$ cat src/hw/rtl/ral_pkg.sv
package ral_pkg;

    localparam int OFF_BITS    = 32;
    localparam int TAG_BITS    = 16;
    localparam int ADDR_BITS   = 64;
    localparam int ADDEND_BITS = OFF_BITS + 1;
    localparam int STATUS_BITS = 4;
    localparam int CFG_IDX_BITS = 2;

    localparam int Q_DEPTH    = 2;
    localparam int Q_PTR_BITS = (Q_DEPTH > 1) ? $clog2(Q_DEPTH) : 1;
    localparam int Q_CNT_BITS = $clog2(Q_DEPTH + 1);

    typedef enum logic [STATUS_BITS-1:0] {
        ST_OK         = 4'd0,
        ST_ZERO       = 4'd1,
        ST_NEG        = 4'd2,
        ST_RANGE      = 4'd3,
        ST_GRAN       = 4'd4,
        ST_OVERLAP    = 4'd5,
        ST_ADDR       = 4'd6,
        ST_IMPOSSIBLE = 4'd7,
        ST_ABORT      = 4'd8
    } t_status;

    typedef enum logic [CFG_IDX_BITS-1:0] {
        CFG_SECTION_SIZE    = 2'd0,
        CFG_SECTION_ADDRESS = 2'd1,
        CFG_COMPRESSED_MODE = 2'd2
    } t_cfg_idx;

    // classified region, front to back
    typedef struct packed {
        t_status               code;
        logic [OFF_BITS-1:0]   offset;
        logic [OFF_BITS-1:0]   addend;
        logic [OFF_BITS-1:0]   mask;
        logic [OFF_BITS-1:0]   neg_base;
        logic [TAG_BITS-1:0]   tag;
        logic                  last;
    } t_cls;

endpackage

$ cat src/hw/rtl/ral_front.sv
module ral_front
    import ral_pkg::*;
(
    input  logic                          i_in_valid,
    output logic                          o_in_stall,
    input  logic [OFF_BITS-1:0]           i_region_offset,
    input  logic signed [ADDEND_BITS-1:0] i_padding_addend,
    input  logic [TAG_BITS-1:0]           i_source_tag,
    input  logic                          i_last_region,
    input  logic [OFF_BITS-1:0]           i_section_size,
    input  logic [OFF_BITS-1:0]           i_section_address_lo,
    input  logic                          i_compressed_mode,
    input  logic                          i_queue_full,
    output logic                          o_push,
    output t_cls                          o_cls
);

    logic [OFF_BITS-1:0] addend_lo;
    logic [OFF_BITS-1:0] mask;
    logic [OFF_BITS-1:0] room;
    logic                gran_bad;

    assign o_in_stall = i_queue_full;
    assign o_push     = i_in_valid && !i_queue_full;

    assign addend_lo = i_padding_addend[OFF_BITS-1:0];
    assign room      = i_section_size - i_region_offset;
    assign gran_bad  = i_compressed_mode ? addend_lo[0] : (|addend_lo[1:0]);

    // all ones up to the top set bit: alignment minus one
    always_comb begin
        mask = addend_lo;
        for (int k = 1; k < OFF_BITS; k = k * 2) begin
            mask = mask | (mask >> k);
        end
    end

    always_comb begin
        o_cls.offset   = i_region_offset;
        o_cls.addend   = addend_lo;
        o_cls.mask     = mask;
        o_cls.neg_base = OFF_BITS'(0) - i_section_address_lo - i_region_offset;
        o_cls.tag      = i_source_tag;
        o_cls.last     = i_last_region;
        if (i_padding_addend[ADDEND_BITS-1]) begin
            o_cls.code = ST_NEG;
        end else if (i_region_offset > i_section_size || addend_lo > room) begin
            o_cls.code = ST_RANGE;
        end else if (addend_lo == '0) begin
            o_cls.code = ST_ZERO;
        end else if (gran_bad) begin
            o_cls.code = ST_GRAN;
        end else begin
            o_cls.code = ST_OK;
        end
    end

endmodule

$ cat src/hw/rtl/ral_queue.sv
module ral_queue
    import ral_pkg::*;
(
    input  logic i_clk,
    input  logic i_rst_n,
    input  logic i_push,
    input  t_cls i_data,
    input  logic i_pop,
    output logic o_valid,
    output logic o_full,
    output t_cls o_data
);

    t_cls                  r_mem [Q_DEPTH];
    logic [Q_PTR_BITS-1:0] r_wr_ptr;
    logic [Q_PTR_BITS-1:0] r_rd_ptr;
    logic [Q_CNT_BITS-1:0] r_count;
    logic [Q_PTR_BITS-1:0] n_wr_ptr;
    logic [Q_PTR_BITS-1:0] n_rd_ptr;
    logic [Q_CNT_BITS-1:0] n_count;

    assign o_valid = (r_count != '0);
    assign o_full  = (r_count == Q_CNT_BITS'(Q_DEPTH));
    assign o_data  = r_mem[r_rd_ptr];

    always_comb begin
        n_wr_ptr = r_wr_ptr;
        n_rd_ptr = r_rd_ptr;
        n_count  = r_count;
        if (i_push) begin
            n_wr_ptr = (r_wr_ptr == Q_PTR_BITS'(Q_DEPTH - 1)) ? '0 : r_wr_ptr + 1'b1;
        end
        if (i_pop) begin
            n_rd_ptr = (r_rd_ptr == Q_PTR_BITS'(Q_DEPTH - 1)) ? '0 : r_rd_ptr + 1'b1;
        end
        if (i_push && !i_pop) begin
            n_count = r_count + 1'b1;
        end else if (i_pop && !i_push) begin
            n_count = r_count - 1'b1;
        end
    end

    always_ff @(posedge i_clk) begin
        if (!i_rst_n) begin
            r_wr_ptr <= '0;
            r_rd_ptr <= '0;
            r_count  <= '0;
        end else begin
            r_wr_ptr <= n_wr_ptr;
            r_rd_ptr <= n_rd_ptr;
            r_count  <= n_count;
        end
    end

    always_ff @(posedge i_clk) begin
        if (i_push) begin
            r_mem[r_wr_ptr] <= i_data;
        end
    end

    a_count_bound: assert property (@(posedge i_clk) disable iff (!i_rst_n)
        r_count <= Q_CNT_BITS'(Q_DEPTH))
        else $error("queue count beyond depth");

    a_pop_only: assert property (@(posedge i_clk) disable iff (!i_rst_n)
        (i_pop && !i_push) |=> (r_count == $past(r_count) - 1'b1))
        else $error("queue count not reduced on pop");

    a_pop_nonempty: assert property (@(posedge i_clk) disable iff (!i_rst_n)
        i_pop |-> o_valid)
        else $error("pop from empty queue");

endmodule

$ cat src/hw/rtl/ral_back.sv
module ral_back
    import ral_pkg::*;
(
    input  logic                 i_clk,
    input  logic                 i_rst_n,
    input  logic                 i_q_valid,
    input  t_cls                 i_cls,
    output logic                 o_pop,
    input  logic [OFF_BITS-1:0]  i_section_size,
    input  logic [ADDR_BITS-1:0] i_section_address,
    input  logic                 i_compressed_mode,
    output logic                 o_out_valid,
    input  logic                 i_out_stall,
    output logic [STATUS_BITS-1:0] o_status,
    output logic [OFF_BITS-1:0]  o_output_offset,
    output logic [OFF_BITS-1:0]  o_kept_size,
    output logic [TAG_BITS-1:0]  o_echo_tag,
    output logic [OFF_BITS-1:0]  o_final_size,
    output logic                 o_is_last
);

    logic [OFF_BITS-1:0] r_deleted;
    logic [OFF_BITS-1:0] r_prev_end;
    logic                r_seen;
    logic                r_err;
    logic                r_out_valid;
    t_status             r_status;
    logic [OFF_BITS-1:0] r_output_offset;
    logic [OFF_BITS-1:0] r_kept_size;
    logic [TAG_BITS-1:0] r_echo_tag;
    logic [OFF_BITS-1:0] r_final_size;
    logic                r_is_last;

    logic [OFF_BITS-1:0] n_deleted;
    logic [OFF_BITS-1:0] pos;
    logic [OFF_BITS-1:0] keep;
    logic                addr_ovf;
    logic                keep_bad;
    logic                is_err;
    logic                fire;
    t_status             status;

    assign fire  = i_q_valid && (!r_out_valid || !i_out_stall);
    assign o_pop = fire;

    assign pos  = i_cls.offset - r_deleted;
    // low bits of minus the region's load address
    assign keep = (i_cls.neg_base + r_deleted) & i_cls.mask;
    assign addr_ovf = (&i_section_address[ADDR_BITS-1:OFF_BITS])
        && (pos > ~i_section_address[OFF_BITS-1:0]);
    assign keep_bad = (keep > i_cls.addend)
        || (i_compressed_mode ? keep[0] : (|keep[1:0]));

    always_comb begin
        if (r_err) begin
            status = ST_ABORT;
        end else if (i_cls.code != ST_OK) begin
            status = i_cls.code;
        end else if (r_seen && i_cls.offset < r_prev_end) begin
            status = ST_OVERLAP;
        end else if (addr_ovf) begin
            status = ST_ADDR;
        end else if (keep_bad) begin
            status = ST_IMPOSSIBLE;
        end else begin
            status = ST_OK;
        end
    end

    assign is_err    = (status != ST_OK) && (status != ST_ZERO) && (status != ST_ABORT);
    assign n_deleted = (status == ST_OK) ? r_deleted + i_cls.addend - keep : r_deleted;

    always_ff @(posedge i_clk) begin
        if (!i_rst_n) begin
            r_deleted   <= '0;
            r_prev_end  <= '0;
            r_seen      <= 1'b0;
            r_err       <= 1'b0;
            r_out_valid <= 1'b0;
        end else begin
            if (fire) begin
                r_out_valid <= 1'b1;
            end else if (!i_out_stall) begin
                r_out_valid <= 1'b0;
            end
            if (fire) begin
                if (i_cls.last) begin
                    r_deleted  <= '0;
                    r_prev_end <= '0;
                    r_seen     <= 1'b0;
                    r_err      <= 1'b0;
                end else begin
                    r_deleted <= n_deleted;
                    if (status == ST_OK) begin
                        r_prev_end <= i_cls.offset + i_cls.addend;
                        r_seen     <= 1'b1;
                    end
                    if (is_err) begin
                        r_err <= 1'b1;
                    end
                end
            end
        end
    end

    always_ff @(posedge i_clk) begin
        if (fire) begin
            r_status        <= status;
            r_output_offset <= (status == ST_OK || status == ST_ZERO) ? pos : '0;
            r_kept_size     <= (status == ST_OK) ? keep : '0;
            r_echo_tag      <= i_cls.tag;
            r_final_size    <= (i_cls.last && (status == ST_OK || status == ST_ZERO))
                ? i_section_size - n_deleted : '0;
            r_is_last       <= i_cls.last;
        end
    end

    assign o_out_valid     = r_out_valid;
    assign o_status        = r_status;
    assign o_output_offset = r_output_offset;
    assign o_kept_size     = r_kept_size;
    assign o_echo_tag      = r_echo_tag;
    assign o_final_size    = r_final_size;
    assign o_is_last       = r_is_last;

    a_err_zero_fields: assert property (@(posedge i_clk) disable iff (!i_rst_n)
        (r_out_valid && r_status != ST_OK && r_status != ST_ZERO)
        |-> (r_output_offset == '0 && r_kept_size == '0 && r_final_size == '0))
        else $error("error result carries layout data");

    a_last_clears: assert property (@(posedge i_clk) disable iff (!i_rst_n)
        (fire && i_cls.last) |=> (r_deleted == '0 && !r_seen && !r_err))
        else $error("section state not cleared after last item");

    a_err_latch: assert property (@(posedge i_clk) disable iff (!i_rst_n)
        (fire && is_err && !i_cls.last) |=> r_err)
        else $error("error not latched");

endmodule

$ cat src/hw/rtl/riscv_align_region_layout.sv
// Lays out the alignment padding regions of one section, taking them in
// ascending offset order, one item per clock cycle sustained while the
// output is not stalled. An accepted item is registered in the queue and
// its result in the output register: the front classifies the item and
// pushes it into a two-entry queue, and the back applies the running
// deleted-byte count and drives the output register. The rate is set by
// the back's deleted-count update that each region depends on.
// The first error aborts the rest of the section; the result of a last
// region that is OK or zero-padded carries the relaxed size, and every
// last region clears the per-section state.
// Configuration must be written only while no item is in flight.
module riscv_align_region_layout
    import ral_pkg::*;
(
    input  logic                          i_clk,
    input  logic                          i_rst_n,
    input  logic                          i_cfg_wr_en,
    input  logic [CFG_IDX_BITS-1:0]       i_cfg_index,
    input  logic [ADDR_BITS-1:0]          i_cfg_wr_data,
    input  logic                          i_in_valid,
    output logic                          o_in_stall,
    input  logic [OFF_BITS-1:0]           i_region_offset,
    input  logic signed [ADDEND_BITS-1:0] i_padding_addend,
    input  logic [TAG_BITS-1:0]           i_source_tag,
    input  logic                          i_last_region,
    output logic                          o_out_valid,
    input  logic                          i_out_stall,
    output logic [STATUS_BITS-1:0]        o_status,
    output logic [OFF_BITS-1:0]           o_output_offset,
    output logic [OFF_BITS-1:0]           o_kept_size,
    output logic [TAG_BITS-1:0]           o_echo_tag,
    output logic [OFF_BITS-1:0]           o_final_size,
    output logic                          o_is_last
);

    logic [OFF_BITS-1:0]  r_section_size;
    logic [ADDR_BITS-1:0] r_section_address;
    logic                 r_compressed_mode;

    logic push;
    logic pop;
    logic q_valid;
    logic q_full;
    t_cls front_cls;
    t_cls head_cls;

    always_ff @(posedge i_clk) begin
        if (!i_rst_n) begin
            r_section_size    <= '0;
            r_section_address <= '0;
            r_compressed_mode <= 1'b0;
        end else if (i_cfg_wr_en) begin
            case (t_cfg_idx'(i_cfg_index))
                CFG_SECTION_SIZE: begin
                    r_section_size <= i_cfg_wr_data[OFF_BITS-1:0];
                end
                CFG_SECTION_ADDRESS: begin
                    r_section_address <= i_cfg_wr_data;
                end
                CFG_COMPRESSED_MODE: begin
                    r_compressed_mode <= i_cfg_wr_data[0];
                end
                default: begin
                end
            endcase
        end
    end

    ral_front u_front (
        .i_in_valid           (i_in_valid),
        .o_in_stall           (o_in_stall),
        .i_region_offset      (i_region_offset),
        .i_padding_addend     (i_padding_addend),
        .i_source_tag         (i_source_tag),
        .i_last_region        (i_last_region),
        .i_section_size       (r_section_size),
        .i_section_address_lo (r_section_address[OFF_BITS-1:0]),
        .i_compressed_mode    (r_compressed_mode),
        .i_queue_full         (q_full),
        .o_push               (push),
        .o_cls                (front_cls)
    );

    ral_queue u_queue (
        .i_clk   (i_clk),
        .i_rst_n (i_rst_n),
        .i_push  (push),
        .i_data  (front_cls),
        .i_pop   (pop),
        .o_valid (q_valid),
        .o_full  (q_full),
        .o_data  (head_cls)
    );

    ral_back u_back (
        .i_clk             (i_clk),
        .i_rst_n           (i_rst_n),
        .i_q_valid         (q_valid),
        .i_cls             (head_cls),
        .o_pop             (pop),
        .i_section_size    (r_section_size),
        .i_section_address (r_section_address),
        .i_compressed_mode (r_compressed_mode),
        .o_out_valid       (o_out_valid),
        .i_out_stall       (i_out_stall),
        .o_status          (o_status),
        .o_output_offset   (o_output_offset),
        .o_kept_size       (o_kept_size),
        .o_echo_tag        (o_echo_tag),
        .o_final_size      (o_final_size),
        .o_is_last         (o_is_last)
    );

endmodule

$ cat config.mk
export PLATFORM = sky130hd
export DESIGN_NAME = riscv_align_region_layout
export DESIGN_NICKNAME = d
export VERILOG_FILES = /design/src/hw/rtl/ral_pkg.sv /design/src/hw/rtl/ral_front.sv /design/src/hw/rtl/ral_queue.sv /design/src/hw/rtl/ral_back.sv /design/src/hw/rtl/riscv_align_region_layout.sv
export SDC_FILE = /design/constraint.sdc
export NUM_CORES = 2
export LEC_CHECK = 0
export BUFFER_PORTS_ARGS = -buffer_cell sky130_fd_sc_hd__buf_2
export CAP_MARGIN = 20
export CORE_UTILIZATION = 56
export DETAILED_ROUTE_END_ITERATION = 8
export PLACE_DENSITY_LB_ADDON = 0.1
export SETUP_SLACK_MARGIN = 0.15
export SYNTH_ARGS = -nofsm -noshare
export SYNTH_HDL_FRONTEND = slang
export SYNTH_SLANG_ARGS = --single-unit
$ cat constraint.sdc
create_clock -name i_clk -period 10.5 [get_ports i_clk]
set_input_delay 0.525 -clock i_clk [delete_from_list [all_inputs] [get_ports i_clk]]
set_output_delay 0.525 -clock i_clk [all_outputs]
set_load 0.03 [all_outputs]
Yosys cells after proc, flatten, opt, wreduce, memory -nomap -nowiden. Memories as Yosys holds them, arrays and structs flattened. A register that Yosys moved wholly into a read port is not among the register bits. Index checks and enable logic that the tools add are counted.

Flip-flop bits (word level): 285. Memory bits (writable): 298. Bits of input ports: 153. Output and inout port bits: 119. Word-level logic and storage cells: 114. Memories kept: 1.

Add/sub/neg operators: 13. Magnitude comparators: 5. Equal/unequal tests: 7. Mux-type cells: 29. Bitwise gates (word level): 7. Reduce and logical (&&, ||, !) cells: 35.

Memory list: u_queue.r_mem (words 2, bits a word 149, rd ports 1, clocked after memory_dff 1, wr ports 1, RTL line ral_queue.sv:14) `t_cls r_mem [Q_DEPTH];`.

Operators with widths (number): $sub A32 B32 Y32 (5); $gt A32 B32 Y1 (4); $mux W32 (4); $add A32 B32 Y32 (3); $and A32 B32 Y32 (1); $logic_not A32 Y1 (1); $lt A32 B32 Y1 (1); $not A32 Y32 (1); $or A32 B16 Y32 (1); $or A32 B24 Y32 (1); $or A32 B28 Y32 (1); $or A32 B30 Y32 (1); $or A32 B31 Y32 (1); $reduce_and A32 Y1 (1); $sub A1 B32 Y32 const A (1); $mux W4 (7); $mux W1 (14); $reduce_and A2 Y1 (5); $logic_and A1 B1 Y1 (9); $reduce_bool A2 Y1 (4); $reduce_bool A4 Y1 (2); $mux W3 (2); $logic_not A1 Y1 (5); $eq A2 B2 Y1 const B (2); other kinds (13) (19).

Logic depth before layout (Yosys ltp).
Depth after elaboration: 15. Gate-level depth with buffers: 43. Depth with buffers taken out: 39.

By module. Synthesis repeated with hierarchy kept, for this count alone.

Cells, all modules: 3589. Area total of the unflattened synthesis: 38478.2 um^2.

By module, submodules not included: ral_back (instances 1, cells each 1967, area each 17892.2 um^2, sequential area each 4854.7 um^2); ral_queue (instances 1, cells each 486, area each 11397.2 um^2, sequential area each 9048.7 um^2); ral_front (instances 1, cells each 749, area each 5437.7 um^2, sequential area each 0.0 um^2); riscv_align_region_layout (instances 1, cells each 387, area each 3751.1 um^2, sequential area each 1941.9 um^2).

Worst setup path after synthesis. No wires, ideal clock.

Path type: register -> register. Start: register with a tool-made name. End: register u_back.r_final_size[31] (netlist: u_back.o_final_size[31]) (data pin). Library setup time: 147 ps. Arrival: 10161 ps. Required time: 10353 ps. Slack: 192 ps. Cell stages (with the launch flop): 42. Path buffers: 7. Clock period less this slack: 10308 ps. Cell sequence: dfxtp_1 -> clkbuf_1 -> clkbuf_1 -> clkbuf_1 -> buf_1 -> mux2_2 -> ha_1 -> nor2b_1 -> o21a_1 -> o21ai_0 -> a311oi_1 -> nor4b_1 -> o311ai_0 -> a221o_1 -> a2111oi_0 -> nor2_1 -> xor2_1 -> o211a_1 -> [6 not listed] -> o21ai_0 -> o21ba_2 -> o211ai_1 -> clkbuf_1 -> clkbuf_1 -> mux2i_1 -> ha_1 -> buf_2 -> a21o_1 -> a21o_1 -> or3_1 -> o211ai_1 -> a21oi_1 -> o21a_1 -> a311o_1 -> a21o_1 -> a2111o_1 -> a21oi_1.

RTL lines: end signal: assignment (RTL line ral_back.sv:112) `r_final_size <= (i_cls.last && (status == ST_OK || status == ST_ZERO))`; end: declaration (RTL line ral_back.sv:31) `logic [OFF_BITS-1:0] r_final_size;`.

==> results.rst <==
.. list-table::
   :header-rows: 1

   * - Metric
     - Value
   * - Ratio of total power to cell area
     - 261 mW/mm2
   * - Weighted congestion reported at the end of routability-driven placement
     - 0.976
   * - Min-Delay Path Class
     - in2reg
   * - Cell chosen for the clock root
     - clkbuf_16
   * - Core Footprint
     - around 0.063 mm2
   * - Highest-utilization routing layer at the global route stage
     - met2
   * - Max-Slew Margin vs Limit
     - between 10% and 20%
   * - Result of the run
     - complete, no violations
   * - Count of input and output buffers
     - 271
   * - Warnings, synthesis
     - 0
   * - Number of optimization iterations in the first detailed-route pass
     - 5
   * - Max Fanout on Critical Path
     - 15
   * - Max Clock Freq
     - between 100 and 150 MHz
   * - Total of fill cells in the finished design
     - between 5000 and 6000
   * - Max-slew violations
     - 0
   * - Final count of hold timing violations
     - 0
   * - Global-route wire length before repair
     - 168000 um
   * - Combined area of the multi-input logic cells
     - 0.0191 mm2
   * - GR met3 Demand/Resource
     - under 10%
   * - Largest net degree at the start of global routing
     - 74
   * - GRT Util Overall
     - 34.2%
   * - Max stage delay on crit path
     - approximately 0.48 ns
   * - Dominant delay contributor by cell family on the critical path
     - compound AO/OA/AOI/OAI gates
   * - Number of nets with antenna violations after routing
     - 0
   * - Layout cell share with drive strength beyond 1
     - 15.1%
   * - Total CTS buffers
     - 60
   * - Mapped Cells
     - 3440
   * - Flops & latches, synth
     - 580
   * - Number of setup violations in the final report
     - 0
   * - Avg WL per Cell
     - 24.5 um
   * - Clock tree from TritonCTS
     - built
   * - Share of async-settable or async-resettable flops after synthesis
     - 0%
   * - TNS Setup
     - 0 ns
   * - EDFF count, synth
     - 411
   * - Minimum clock period
     - about 9.9 ns
   * - Total half-perimeter wirelength after legalization and detailed placement
     - ~89000 um
   * - Actual transition at the worst max-transition pin
     - 1.20 ns
   * - Yosys top cell area share
     - 34.2%
   * - Type of the setup path with the least slack
     - reg2reg
   * - Starting DRC count in detailed routing
     - 2964
   * - Layout Utilization
     - 64.3%
   * - Critical path endpoint category
     - register
   * - Maximum VDD drop
     - 0.000217 V
   * - Aggregate global routing overflow
     - 0
   * - TritonCTS sink count
     - 580
   * - Largest area contributor in the netlist
     - edfxtp_1
   * - Clock tree buffer depth
     - 3
   * - Post-Synthesis Net Count
     - 4019
   * - Endpoint required time on the critical path
     - between 10 and 15 ns
   * - CP max stage cell
     - dfxtp_4
   * - Unrepaired setup endpoints after global routing
     - no
   * - Number of H-tree levels
     - 2
   * - Vias per std cell
     - 6.11
   * - Width of the die
     - 256 um
   * - Synth-to-layout area growth
     - 12.9%
   * - Ports placed on the boundary
     - 272
   * - Total number of vias
     - 28343
   * - Bufs and invs on worst path
     - 5
   * - Number of antenna violations at the first check in global routing
     - 9
   * - Clk_lat worst skew
     - approximately 0.65 ns
   * - Arrival time reported for the critical path endpoint
     - 10.25 ns
   * - Most common cell on crit path
     - o21ai_0
   * - Leakage power figure
     - between 15 and 20 nW
   * - Top FF cell, synth
     - edfxtp_1
   * - Full die area
     - about 0.066 mm2
   * - Critical Path Start Type
     - register
   * - Period utilization
     - 94.2%
   * - Cell row count
     - 92
   * - Biggest area contributors in the synthesized netlist
     - edfxtp_1 34%, ha_1 13%, dfxtp_1 9.4%, nand2_1 3.2%, inv_1 3.0%
   * - Count of distinct cell types in the synthesized netlist
     - 77
   * - Post-layout net count
     - ~4300
   * - Part of the Yosys area used for sequential elements
     - 43.5%
   * - Vertical extent of the die
     - 256 um
   * - DRC violations left
     - 0
   * - Average cell area after synthesis
     - 10.5 um2
   * - Total Routed Length
     - 114000 um
   * - Met2 Use GR
     - 51.3%
   * - Starting density of the core
     - 57.0%
   * - Number of global-route vias before repair
     - 27825
   * - Cell Area, Synth
     - 0.0361 mm2
   * - Clock-pin slew of the registers on the worst-case setup and hold paths
     - 0.07 ns
   * - Flip-flop and latch area
     - 0.0157 mm2
   * - Quantity of hold-fixing buffers added after cts
     - 0
   * - Layout Skew
     - 0.0278 ns
   * - Global Route met1 Usage
     - roughly 50%
   * - # Max-Cap Violations
     - 0
layer usage:
| layer | share of wire, % | up-vias | wire length, um |
|---|---|---|---|
| met5 | 0.040 | - | 46 |
| met4 | 2.7 | 8 | 3060 |
| met3 | 10 | 159 | 11500 |
| met2 | 43 | 1281 | 48500 |
| met1 | 45 | 13765 | 50600 |
| li1 | - | 13130 | - |
flip-flops by register name (all words and copies together), names as in the netlist, 32 cells and up, named ones only:
name and count:
u_back.o_kept_size 32, u_back.r_deleted 32, r_section_size 32, u_back.o_final_size 32
u_back.r_prev_end 32, r_section_address 64, u_queue.r_mem 294, u_back.o_output_offset 32
layout make-up:
type / instances / share of cell area (%)
Multi-Input combinational cell: 2484 / 46.7
Sequential cell: 580 / 38.6
Timing Repair Buffer: 323 / 4.35
Clock buffer: 80 / 4.14
Inverter: 286 / 2.64
Tap cell: 846 / 2.60
Clock inverter: 34 / 0.972
Antenna cell: 2 / 0.0123
metrics by stage:
| stage | cells | hold slack (ns) | total power, mW | setup WS (ns) | area, um2 |
|---|---|---|---|---|---|
| floorplan | 3440 | 0.442 | 6.63 | 0.192 | 36100 |
| CTS | 4626 | 0.0416 | 10.5 | 0.389 | 40700 |
| detailed placement | 4512 | 0.459 | 8.21 | 0.425 | 38600 |
| finish | 4635 | 0.0745 | 10.6 | 0.609 | 40800 |
| global route | 4634 | 0.0577 | 11.1 | 0.155 | 40800 |
| global placement | 4511 | 0.449 | 8.13 | 0.573 | 38600 |
cell usage in the layout, fill, tap and decap left out, types with 20 or more instances in the layout:
master and count:
o21a_1 35, and2_1 42, fa_1 37, xor2_1 68
o211ai_1 36, a21o_1 123, o21bai_1 29, nor2_1 168
buf_2 271, buf_4 49, and3_1 20, a22o_1 57
ha_1 389, inv_1 284, nand2_1 309, edfxtp_1 411
or2_2 21, nand3_1 38, clkbuf_16 63, dfxtp_1 168
nor3_1 40, nand2b_1 51, xnor2_1 119, nor2b_1 39
mux2_2 83, a21oi_1 184, a31oi_1 27, a21boi_0 106
nand4_1 38, mux2i_1 73, a211oi_1 27, o21ai_0 115
path summary, 6_finish.rpt:
| path | startpoint | cells past startpoint | endpoint | slack (ns) |
|---|---|---|---|---|
| hold reg to reg | r_section_address[62] | 2 | r_section_address[62] | 0.46 |
| setup / recovery | register | 41 | u_back.o_final_size[28] | 0.61 |
| hold / removal | i_source_tag[1] | 1 | u_queue.r_mem[0][2] | 0.07 |
| setup reg to reg | register | 41 | u_back.o_final_size[28] | 0.61 |
cells in the mapped netlist (9+ instances only):
master,number
a21oi_1,186
or2_2,21
a21o_1,123
and3_1,22
inv_1,285
a31o_2,9
edfxtp_1,411
nor4_1,10
nor2b_1,39
mux2_2,83
nand3_1,38
mux2i_1,74
and4_1,12
nand4_1,38
a2111oi_0,9
nand2_1,309
xor2_1,68
o21bai_1,29
nor3b_1,9
o211ai_1,36
dfxtp_1,169
or3_1,18
nor3_1,41
a22o_1,57
a211oi_1,28
a31oi_1,27
xnor2_1,119
o21ai_0,117
nor2_1,169
o31ai_1,10
buf_1,12
nand2b_1,51
fa_1,37
ha_1,389
and2_1,43
o21a_1,35
a21boi_0,107
clkbuf_1,76
power breakdown:
group          switching, mW  internal [mW]  leakage [nW]
clock                  0.945           1.31          1.01
combinational           3.51           1.85          10.9
sequential             0.113           2.90          5.07
logic make-up (layout without fill, tap and decap cells):
logic type | after synthesis | after routing | share of synthesized area [%]
DFF | 580 | 580 | 43.5
xor gates and xnor gates | 187 | 187 | 4.53
muxes | 157 | 157 | 4.64
adders and majority gates | 426 | 426 | 15.5
and+or+nand+nor | 861 | 861 | 11.7
AOI/OAI and AO/OA | 852 | 852 | 16.1
buffers and inverters | 376 | 723 | 3.91
other | 1 | 3 | 0.0104
timing repair:
item                                    in CTS  in global routing
buffers inserted                             0                  7
resized for setup                            0                 13
endpoints found under the setup margin       0                 12
No activity file was read; power rests on OpenSTA's default activity.
